### config.mk
export PLATFORM = sky130hd
export DESIGN_NAME = range_digit_sum_total_flat
export DESIGN_NICKNAME = d
export VERILOG_FILES = /design/src/rtl/rdst_pkg.sv /design/src/rtl/rdst_ifs.sv /design/src/rtl/rdst_bcd_cell.sv /design/src/rtl/rdst_digit_dp.sv /design/src/rtl/range_digit_sum_total.sv /design/src/flat_wrapper.sv
export SDC_FILE = /design/constraint.sdc
export NUM_CORES = 2
export LEC_CHECK = 0
export BUFFER_PORTS_ARGS = -buffer_cell sky130_fd_sc_hd__clkbuf_2
export CAP_MARGIN = 20
export CORE_UTILIZATION = 60
export CTS_BUF_LIST = sky130_fd_sc_hd__clkbuf_2 sky130_fd_sc_hd__clkbuf_4 sky130_fd_sc_hd__clkbuf_8
export CTS_CLUSTER_DIAMETER = 200
export DETAILED_ROUTE_END_ITERATION = 16
export PLACE_DENSITY = 0.8
export SYNTH_ARGS = -nofsm -noshare
export SYNTH_HDL_FRONTEND = slang
export SYNTH_HIERARCHICAL = 1
export SYNTH_SLANG_ARGS = --single-unit
### constraint.sdc
create_clock -name clock -period 7.8 [get_ports clock]
set_clock_uncertainty 0.15 [all_clocks]
set_input_delay 2.34 -clock clock [delete_from_list [all_inputs] [get_ports clock]]
set_output_delay 2.34 -clock clock [all_outputs]
set_load 0.05 [all_outputs]
### src/rtl/rdst_pkg.sv
// ----------------------------------------------------------------------------
// rdst_pkg
// types, widths and helpers shared by the range digit-sum total block
// ----------------------------------------------------------------------------
package rdst_pkg;

   localparam int BinW   = 54;
   localparam int TotW   = 60;
   localparam int CntW   = 6;
   localparam int TightW = 8;

   typedef enum logic [1:0] {
      ST_IDLE,
      ST_CONV,
      ST_WALK,
      ST_DONE
   } state_type;

   typedef struct packed {
      logic clear;
      logic conv;
      logic walk;
   } cell_ctrl_type;

   function automatic logic [63:0] pow10(input int n);
      logic [63:0] p;
      p = 64'd1;
      for (int i = 0; i < n; i++) begin
         p = p * 64'd10;
      end
      return p;
   endfunction

   // d*(d-1)/2 for one decimal digit
   function automatic logic [5:0] tri_sum(input logic [3:0] d);
      logic [5:0] r;
      unique case (d)
         4'd2:    r = 6'd1;
         4'd3:    r = 6'd3;
         4'd4:    r = 6'd6;
         4'd5:    r = 6'd10;
         4'd6:    r = 6'd15;
         4'd7:    r = 6'd21;
         4'd8:    r = 6'd28;
         4'd9:    r = 6'd36;
         default: r = 6'd0;
      endcase
      return r;
   endfunction

endpackage

### src/rtl/rdst_ifs.sv
// ----------------------------------------------------------------------------
// rdst channel interfaces
// query and result channels with valid/ready transfer
// ----------------------------------------------------------------------------
interface rdst_req_if;
   logic                    valid;
   logic                    ready;
   logic [rdst_pkg::BinW-1:0] lower_bound;
   logic [rdst_pkg::BinW-1:0] upper_bound;
   modport source (output valid, lower_bound, upper_bound, input ready);
   modport sink   (input valid, lower_bound, upper_bound, output ready);
endinterface

interface rdst_rsp_if;
   logic                    valid;
   logic                    ready;
   logic [rdst_pkg::TotW-1:0] digit_sum_total;
   logic                    range_error;
   modport source (output valid, digit_sum_total, range_error, input ready);
   modport sink   (input valid, digit_sum_total, range_error, output ready);
endinterface

### src/rtl/rdst_bcd_cell.sv
// ----------------------------------------------------------------------------
// rdst_bcd_cell
// one decimal digit of the conversion chain; shifts digits upward when walking
// ----------------------------------------------------------------------------
module rdst_bcd_cell (
   input  logic                    clock,
   input  rdst_pkg::cell_ctrl_type ctrl,
   input  logic                    bit_in,
   input  logic [3:0]              digit_in,
   output logic                    bit_out,
   output logic [3:0]              digit_out
);
   import rdst_pkg::*;

   logic [3:0] digit_ff;
   logic [3:0] digit_in_next;
   logic [3:0] adj;

   assign adj       = (digit_ff >= 4'd5) ? 4'(digit_ff + 4'd3) : digit_ff;
   assign bit_out   = adj[3];
   assign digit_out = digit_ff;

   always_comb begin
      priority if (ctrl.clear) begin
         digit_in_next = 4'd0;
      end else if (ctrl.conv) begin
         digit_in_next = {adj[2:0], bit_in};
      end else if (ctrl.walk) begin
         digit_in_next = digit_in;
      end else begin
         digit_in_next = digit_ff;
      end
   end

   always_ff @(posedge clock) begin
      digit_ff <= digit_in_next;
   end

endmodule

### src/rtl/rdst_digit_dp.sv
// ----------------------------------------------------------------------------
// rdst_digit_dp
// digit dp over one bound, one decimal digit per cycle, most significant first
// ----------------------------------------------------------------------------
module rdst_digit_dp (
   input  logic                    clock,
   input  rdst_pkg::cell_ctrl_type ctrl,
   input  logic [3:0]              digit,
   output logic [rdst_pkg::TotW-1:0] total
);
   import rdst_pkg::*;

   logic [BinW-1:0]   f_cnt_ff,  f_cnt_in;
   logic [TotW-1:0]   f_tot_ff,  f_tot_in;
   logic [TightW-1:0] t_tot_ff,  t_tot_in;
   logic [TotW-1:0]   step_tot;

   assign step_tot = TotW'(f_tot_ff * TotW'(10)) + TotW'(f_cnt_ff * TotW'(45))
                   + TotW'(digit * t_tot_ff) + TotW'(tri_sum(digit));
   assign total    = f_tot_ff + TotW'(t_tot_ff);

   always_comb begin
      priority if (ctrl.clear) begin
         f_cnt_in = '0;
         f_tot_in = '0;
         t_tot_in = '0;
      end else if (ctrl.walk) begin
         f_cnt_in = BinW'(f_cnt_ff * BinW'(10)) + BinW'(digit);
         f_tot_in = step_tot;
         t_tot_in = t_tot_ff + TightW'(digit);
      end else begin
         f_cnt_in = f_cnt_ff;
         f_tot_in = f_tot_ff;
         t_tot_in = t_tot_ff;
      end
   end

   always_ff @(posedge clock) begin
      f_cnt_ff <= f_cnt_in;
      f_tot_ff <= f_tot_in;
      t_tot_ff <= t_tot_in;
   end

endmodule

### src/rtl/range_digit_sum_total.sv
// ----------------------------------------------------------------------------
// range_digit_sum_total
// total of decimal digit sums over lower..upper as S(upper) - S(lower-1)
//
//   channel  dir  fields
//   req      in   lower_bound[53:0], upper_bound[53:0]
//   rsp      out  digit_sum_total[59:0], range_error
//
// one query runs through 54 shift-add-3 steps in the bcd cell chains, then
// one dp step per digit, then the result register
// both bounds run in parallel chains; a new query is taken only when idle
// a stalled result holds in the result register until its transfer
// reset is synchronous and clears the controller and result valid only
// ----------------------------------------------------------------------------
module range_digit_sum_total #(
   parameter int DIGITS = 16
) (
   input  logic      clock,
   input  logic      reset,
   rdst_req_if.sink   req,
   rdst_rsp_if.source rsp
);
   import rdst_pkg::*;

   localparam logic [BinW-1:0] MaxValue = BinW'(pow10(DIGITS) - 64'd1);

   state_type          state_ff, state_in;
   logic [CntW-1:0]    cnt_ff, cnt_in;
   logic [BinW-1:0]    lo_bin_ff, lo_bin_in, hi_bin_ff, hi_bin_in;
   logic               lo_zero_ff, lo_zero_in, err_ff, err_in;
   logic               rsp_valid_ff, rsp_valid_in, rsp_err_ff, rsp_err_in;
   logic [TotW-1:0]    rsp_tot_ff, rsp_tot_in;
   cell_ctrl_type      ctrl;
   logic               accept, load_rsp;
   logic [BinW-1:0]    lo_sat, hi_sat;
   logic [TotW-1:0]    lo_total, hi_total;
   logic [DIGITS:0]    lo_bit, hi_bit;
   logic [3:0]         lo_dig [DIGITS+1];
   logic [3:0]         hi_dig [DIGITS+1];

   assign lo_sat = (req.lower_bound > MaxValue) ? MaxValue : req.lower_bound;
   assign hi_sat = (req.upper_bound > MaxValue) ? MaxValue : req.upper_bound;

   assign lo_bit[0] = lo_bin_ff[BinW-1];
   assign hi_bit[0] = hi_bin_ff[BinW-1];
   assign lo_dig[0] = 4'd0;
   assign hi_dig[0] = 4'd0;

   for (genvar i = 0; i < DIGITS; i++) begin : g_cell
      rdst_bcd_cell u_lo (
         .clock(clock), .ctrl(ctrl), .bit_in(lo_bit[i]), .digit_in(lo_dig[i]),
         .bit_out(lo_bit[i+1]), .digit_out(lo_dig[i+1])
      );
      rdst_bcd_cell u_hi (
         .clock(clock), .ctrl(ctrl), .bit_in(hi_bit[i]), .digit_in(hi_dig[i]),
         .bit_out(hi_bit[i+1]), .digit_out(hi_dig[i+1])
      );
   end

   rdst_digit_dp u_lo_dp (
      .clock(clock), .ctrl(ctrl), .digit(lo_dig[DIGITS]), .total(lo_total)
   );
   rdst_digit_dp u_hi_dp (
      .clock(clock), .ctrl(ctrl), .digit(hi_dig[DIGITS]), .total(hi_total)
   );

   // next state
   always_comb begin
      state_in = state_ff;
      unique case (state_ff)
         ST_IDLE: if (req.valid) state_in = ST_CONV;
         ST_CONV: if (cnt_ff == CntW'(BinW - 1)) state_in = ST_WALK;
         ST_WALK: if (cnt_ff == CntW'(DIGITS - 1)) state_in = ST_DONE;
         ST_DONE: if (!rsp_valid_ff || rsp.ready) state_in = ST_IDLE;
         default: state_in = ST_IDLE;
      endcase
   end

   // outputs and datapath
   always_comb begin
      accept       = (state_ff == ST_IDLE) && req.valid;
      load_rsp     = (state_ff == ST_DONE) && (!rsp_valid_ff || rsp.ready);
      ctrl.clear   = accept;
      ctrl.conv    = (state_ff == ST_CONV);
      ctrl.walk    = (state_ff == ST_WALK);
      cnt_in       = cnt_ff;
      lo_bin_in    = lo_bin_ff;
      hi_bin_in    = hi_bin_ff;
      lo_zero_in   = lo_zero_ff;
      err_in       = err_ff;
      rsp_valid_in = rsp_valid_ff && !rsp.ready;
      rsp_tot_in   = rsp_tot_ff;
      rsp_err_in   = rsp_err_ff;
      if (accept) begin
         cnt_in     = '0;
         lo_zero_in = (lo_sat == '0);
         lo_bin_in  = (lo_sat == '0) ? '0 : lo_sat - BinW'(1);
         hi_bin_in  = hi_sat;
         err_in     = req.lower_bound > req.upper_bound;
      end else if (ctrl.conv) begin
         cnt_in    = (cnt_ff == CntW'(BinW - 1)) ? '0 : cnt_ff + CntW'(1);
         lo_bin_in = {lo_bin_ff[BinW-2:0], 1'b0};
         hi_bin_in = {hi_bin_ff[BinW-2:0], 1'b0};
      end else if (ctrl.walk) begin
         cnt_in = cnt_ff + CntW'(1);
      end
      if (load_rsp) begin
         rsp_valid_in = 1'b1;
         rsp_err_in   = err_ff;
         rsp_tot_in   = err_ff ? '0 : hi_total - (lo_zero_ff ? '0 : lo_total);
      end
   end

   assign req.ready           = (state_ff == ST_IDLE);
   assign rsp.valid           = rsp_valid_ff;
   assign rsp.digit_sum_total = rsp_tot_ff;
   assign rsp.range_error     = rsp_err_ff;

   always_ff @(posedge clock) begin
      if (reset) begin
         state_ff     <= ST_IDLE;
         cnt_ff       <= '0;
         rsp_valid_ff <= 1'b0;
      end else begin
         state_ff     <= state_in;
         cnt_ff       <= cnt_in;
         rsp_valid_ff <= rsp_valid_in;
      end
   end

   always_ff @(posedge clock) begin
      lo_bin_ff  <= lo_bin_in;
      hi_bin_ff  <= hi_bin_in;
      lo_zero_ff <= lo_zero_in;
      err_ff     <= err_in;
      rsp_tot_ff <= rsp_tot_in;
      rsp_err_ff <= rsp_err_in;
   end

   a_accept_conv: assert property (@(posedge clock) disable iff (reset)
      req.valid && req.ready |=> state_ff == ST_CONV)
      else $error("transfer did not start conversion");
   a_err_zero: assert property (@(posedge clock) disable iff (reset)
      rsp.valid && rsp.range_error |-> rsp.digit_sum_total == '0)
      else $error("error result carries nonzero total");
   a_walk_cnt: assert property (@(posedge clock) disable iff (reset)
      state_ff == ST_WALK |-> cnt_ff < CntW'(DIGITS))
      else $error("digit walk overran");
   a_done_rsp: assert property (@(posedge clock) disable iff (reset)
      state_ff == ST_DONE && (!rsp.valid || rsp.ready) |=> rsp.valid)
      else $error("result not loaded");

endmodule

### src/flat_wrapper.sv
// flat-port wrapper written by rule: the top's interface ports become plain ports
module range_digit_sum_total_flat import rdst_pkg::*;
#(
   parameter int DIGITS = 16
)
  (clock, reset, req_valid, req_lower_bound, req_upper_bound, req_ready, rsp_valid, rsp_digit_sum_total, rsp_range_error, rsp_ready);
  rdst_req_if req_i ();
  rdst_rsp_if rsp_i ();
  input  logic clock;
  input  logic reset;
  input wire logic [$bits(req_i.valid)-1:0] req_valid;
  input wire logic [$bits(req_i.lower_bound)-1:0] req_lower_bound;
  input wire logic [$bits(req_i.upper_bound)-1:0] req_upper_bound;
  output wire logic [$bits(req_i.ready)-1:0] req_ready;
  output wire logic [$bits(rsp_i.valid)-1:0] rsp_valid;
  output wire logic [$bits(rsp_i.digit_sum_total)-1:0] rsp_digit_sum_total;
  output wire logic [$bits(rsp_i.range_error)-1:0] rsp_range_error;
  input wire logic [$bits(rsp_i.ready)-1:0] rsp_ready;
  assign req_i.valid = req_valid;
  assign req_i.lower_bound = req_lower_bound;
  assign req_i.upper_bound = req_upper_bound;
  assign req_ready = req_i.ready;
  assign rsp_valid = rsp_i.valid;
  assign rsp_digit_sum_total = rsp_i.digit_sum_total;
  assign rsp_range_error = rsp_i.range_error;
  assign rsp_i.ready = rsp_ready;
  range_digit_sum_total #(.DIGITS(DIGITS)) u_core (.clock(clock), .reset(reset), .req(req_i), .rsp(rsp_i));
endmodule
# Yosys cells after proc, flatten, opt, wreduce, memory -nomap -nowiden
# Memory sizes are Yosys's and may differ from the RTL's. A register that Yosys moved wholly into a read port is not among the register bits.
# Cells that the tools add are included.
# word_totals
out_inout_bits,63
mem_count,2
word_cells,276
register_bits,552
romBits,192
# op_classes
eq_ne,9
n_lt_le_gt_ge,35
reduce_logical,12
addsub,47
muxes,116
multipliers,8
# mem_list
memory,depth,width,rd,rd_ports_with_merged_regs,write_ports,line,text
(no name shown),16,6,1,1,0,rdst_pkg.sv:37,unique case (d)
(no name shown),16,6,1,1,0,rdst_pkg.sv:37,
# op_table
op,n
two-way mux 4 bit,97
two-way mux 54 bit,7
greater-or-equal comparator 4 x 3 -> 1 bit (second input constant),32
adder 4 x 2 -> 4 bit (second input constant),30
adder 60 x 12 -> 60 bit,2
adder 60 x 6 -> 60 bit,2
adder 60 bit,2
adder 60 x 8 -> 60 bit,2
multiplier 54 x 6 -> 60 bit (second input constant),2
multiplier 60 x 3 -> 59 bit (second input constant),2
adder 54 x 4 -> 54 bit,2
> comparator 54 bit (second input constant),2
multiplier 54 x 3 -> 53 bit (second input constant),2
two-way mux 60 bit,1
subtractor 60 bit,1
> comparator 54 bit,1
zero test 54 bit,1
subtractor 54 x 1 -> 54 bit (second input constant),1
multiplier 4 x 8 -> 12 bit,2
two-way mux 6 bit,3
adder 8 x 4 -> 8 bit,2
two-way mux 2 bit,4
case mux 2 bit (4 select lines),1
adder 3 x 2 -> 3 bit (second input constant),2
other kinds (16),24

# Depth between registers and ports, before layout
# depth
depth_word,5
mapped_depth,31
depth_no_buf,30

# By module
# The synthesis kept the hierarchy.
# modules_own_cells
mod,instances,area_per_inst_um2,cells_each,seq_area_each_um2
rdst_digit_dp at u_core.u_lo_dp,1,24893.9,3126,2442.3
rdst_digit_dp at u_core.u_hi_dp,1,24099.4,3044,2442.3
range_digit_sum_total,1,13954.6,1584,5315.1
rdst_bcd_cell,32,280.3,35,80.1

# Worst setup path after synthesis
# Ideal clock, no wire load.
# synth_timing
path_type,input -> register
from,in req_valid
to,reg u_core.u_hi_dp.f_tot_ff[56]
setup_slack_ns,-0.455
path_stages,8
required_ns,7.520
t_arrival_ns,7.976
n_path_buf,2
path_cell_list,nand2_1 inv_1 clkbuf_1 clkbuf_1 nor2_1 and3_1 a221oi_1 nand3_1
# synth_between
elab_chain_len,1
# synth_rtl
element,line,text
"start, declared",flat_wrapper.sv:11,input wire logic [$bits(req_i.valid)-1:0] req_valid;
logical AND 1 bit,range_digit_sum_total.sv:81,accept = (state_ff == ST_IDLE) && req.valid;
net u_core.accept,range_digit_sum_total.sv:34,"logic accept, load_rsp;"
"end signal, assigned",rdst_digit_dp.sv:40,f_tot_ff <= f_tot_in;
"end, declared",rdst_digit_dp.sv:14,"logic [TotW-1:0] f_tot_ff, f_tot_in;"
# The timed path passes the listed nets, and every way through them passes these cells.
# A chain may end at the register's enable or synchronous reset.

# Worst setup path after layout
# layout_timing
from,reg u_core.u_lo_dp.f_tot_ff[1]
to,reg u_core.u_lo_dp.f_tot_ff[59]
# layout_between
elab_chain_len,4
# layout_rtl
element,line,text
"start, declared",rdst_digit_dp.sv:14,
"start signal, assigned",rdst_digit_dp.sv:40,
multiplier 60 x 3 -> 59 bit,rdst_digit_dp.sv:18,assign step_tot = TotW'(f_tot_ff * TotW'(10)) + TotW'(f_cnt_ff * TotW'(45))
adder 60 bit,rdst_digit_dp.sv:18,
adder 60 x 12 -> 60 bit,rdst_digit_dp.sv:19,+ TotW'(digit * t_tot_ff) + TotW'(tri_sum(digit));
adder 60 x 6 -> 60 bit,rdst_digit_dp.sv:19,
# No other way between the ends.

==> results.rst <==
.. list-table::
   :header-rows: 1

   * - Metric
     - Value
   * - Result of the run
     - complete, no violations
   * - Maximum number of pins on one net before global-route repair
     - 142
   * - HPWL Detailed
     - 151 mm
   * - Chip Height
     - 348 µm
   * - Kind of capture point of the worst setup path
     - flop
   * - Leftover overflow at the end of global routing
     - 0
   * - Netlist area before placement
     - 0.0719 mm²
   * - Count of hold-fix buffers inserted at cts
     - 0
   * - Synth-to-Final Area Change
     - 6.33%
   * - First-pass DRT Iterations
     - 6
   * - Post-layout min period
     - 7.45 ns
   * - Leading cell type in the layout, fill and taps excluded
     - inv_1
   * - Die width
     - 348 µm
   * - Setup TNS
     - 0 ns
   * - Overall track demand over capacity in global routing
     - 0.311
   * - Total of endpoints with negative setup slack in the final report
     - 0
   * - Category of the worst setup path launch point
     - flop
   * - Initial antenna violation count
     - 4
   * - Number of buffers inserted during clock tree synthesis
     - 104
   * - Layout cells sized above 1
     - 0.0636
   * - Peak fanout along the critical path
     - 6
   * - Final Routed Wirelength
     - 191 mm
   * - Least-Margin Pin Slew
     - 1.04 ns
   * - Clk root buf
     - clkbuf_8
   * - Buffers inserted by post-CTS timing repair
     - 0
   * - Max transition margin
     - 0.309
   * - Final-stage net count
     - 10337
   * - Worst Setup Path Type
     - flop to flop
   * - Synthesis warning total
     - 6
   * - DRC Markers
     - 0
   * - Post-DR wirelength/cell
     - 18.0 µm
   * - Arrival @ worst endpoint
     - 8.01 ns
   * - Number of top-level pins
     - 175
   * - Number of global-route vias before repair
     - 62062
   * - Antenna Nets Post-Route
     - 0
   * - Total die area
     - 0.121 mm²
   * - Detail-routed via count per cell
     - 6.05
   * - Post-route clock period utilization
     - 0.955
   * - Routed via count
     - 64223
   * - Count of maximum capacitance violations
     - 0
   * - Largest buffer count on any clock path
     - 3
   * - Count of final hold-check violations
     - 0
   * - DRT iter0 DRCs
     - 5190
   * - Count of input and output buffers
     - 174
   * - Clk pin slew, worst setup/hold paths
     - 0.06 ns
   * - Initial cell density of the core
     - 0.607
   * - Core Footprint
     - 0.118 mm²
   * - Type of the most critical hold path
     - flop to flop
   * - Cells after synthesis
     - 8866
   * - CP max-delay cell
     - a211oi_1
   * - Synth Area per Inst
     - 8.11 µm²
   * - R2R setup slack
     - 0.35 ns
   * - Final Max Slew Viols
     - 0
   * - Clk sink count
     - 552
   * - Commonest cells after routing, fill and taps aside
     - 1170 x inv_1, 906 x ha_1, 814 x nor2_1
   * - Worst path required time
     - 8.36 ns
   * - Final weighted congestion of routability-driven global placement
     - 0.968
   * - Clock network latency to the later pin of the worst-skew pair
     - 0.87 ns
   * - F_max
     - 0.134 GHz
   * - Clock tree from TritonCTS
     - built
   * - Setup repair after global routing missed its margin
     - false
   * - Standard-cell row count
     - 126
   * - Count of cells resized by post-cts repair
     - 0
   * - Most frequent cell on the critical path
     - ha_1
   * - Slowest Stage Delay on Critical Path
     - 0.49 ns
   * - H-tree depth
     - 3
   * - First-pass GRT wire length
     - 313 mm
==> cell type report <==
class	instances	area [µm²]
diodes	5	12.5
clock buffers	133	1720
clock inverters	62	661
fillers	10149	42000
inverters	1174	4410
multi-input cells	6857	53500
flip-flops and latches	552	12800
well taps	1600	2000
repair buffers	229	1340
==> worst max-delay path: cells and delay by family, from the launching register on <==
family / cells / cell delay (ns)
adders and majority gates: 6 / 2.10
DFF: 1 / 0.36
buffers and inverters: 2 / 0.12
and+or+nand+nor: 5 / 0.83
AOI/OAI and AO/OA: 15 / 3.44
xor gates and xnor gates: 2 / 0.28
==> stage by stage <==
step                      hold slack, ns  std cells  utilization  area, µm²  setup slack (ns)
after detailed placement           0.330      10411        0.625      74000             0.115
after CTS                          0.345      10606        0.645      76300            0.0786
final                              0.335      10612        0.646      76400             0.348
after floorplan                    0.302       8873            -      71900              1.02
after global placement             0.313      10411        0.625      74000             0.112
after global routing               0.362      10611        0.645      76400            0.0222
==> registers in the layout, indices dropped and copies added (netlist names), 2 cells and up <==
name	count
u_core/cnt_ff	6
u_core/g_cell.u_hi/digit_out	64
u_core/g_cell.u_lo/digit_out	64
u_core/hi_bin_ff	54
u_core/lo_bin_ff	54
u_core/rsp.digit_sum_total	60
u_core/state_ff	2
u_core/u_hi_dp/f_cnt_ff	54
u_core/u_hi_dp/f_tot_ff	60
u_core/u_hi_dp/t_tot_ff	8
u_core/u_lo_dp/f_cnt_ff	54
u_core/u_lo_dp/f_tot_ff	60
u_core/u_lo_dp/t_tot_ff	8
==> metal layers <==
metal	global-route usage	routed length (µm)
met1	0.417	85300
met2	0.510	87700
met3	0.0449	12000
met4	0.105	6380
met5	0	0
==> path summary, 6_finish.rpt <==
| check | endpoint | from | cells past startpoint |
|---|---|---|---|
| setup reg to reg | u_core/u_lo_dp/f_tot_ff[59] | u_core/u_lo_dp/f_tot_ff[1] | 30 |
| setup / recovery | u_core/u_lo_dp/f_tot_ff[59] | u_core/u_lo_dp/f_tot_ff[1] | 30 |
| hold / removal | u_core/g_cell[0].u_hi/digit_out[0] | u_core/hi_bin_ff[53] | 2 |
| hold reg to reg | u_core/g_cell[0].u_hi/digit_out[0] | u_core/hi_bin_ff[53] | 2 |
Power is not shown: default switching activity piles up to over one toggle a cycle in this logic, so the estimate is an artifact.
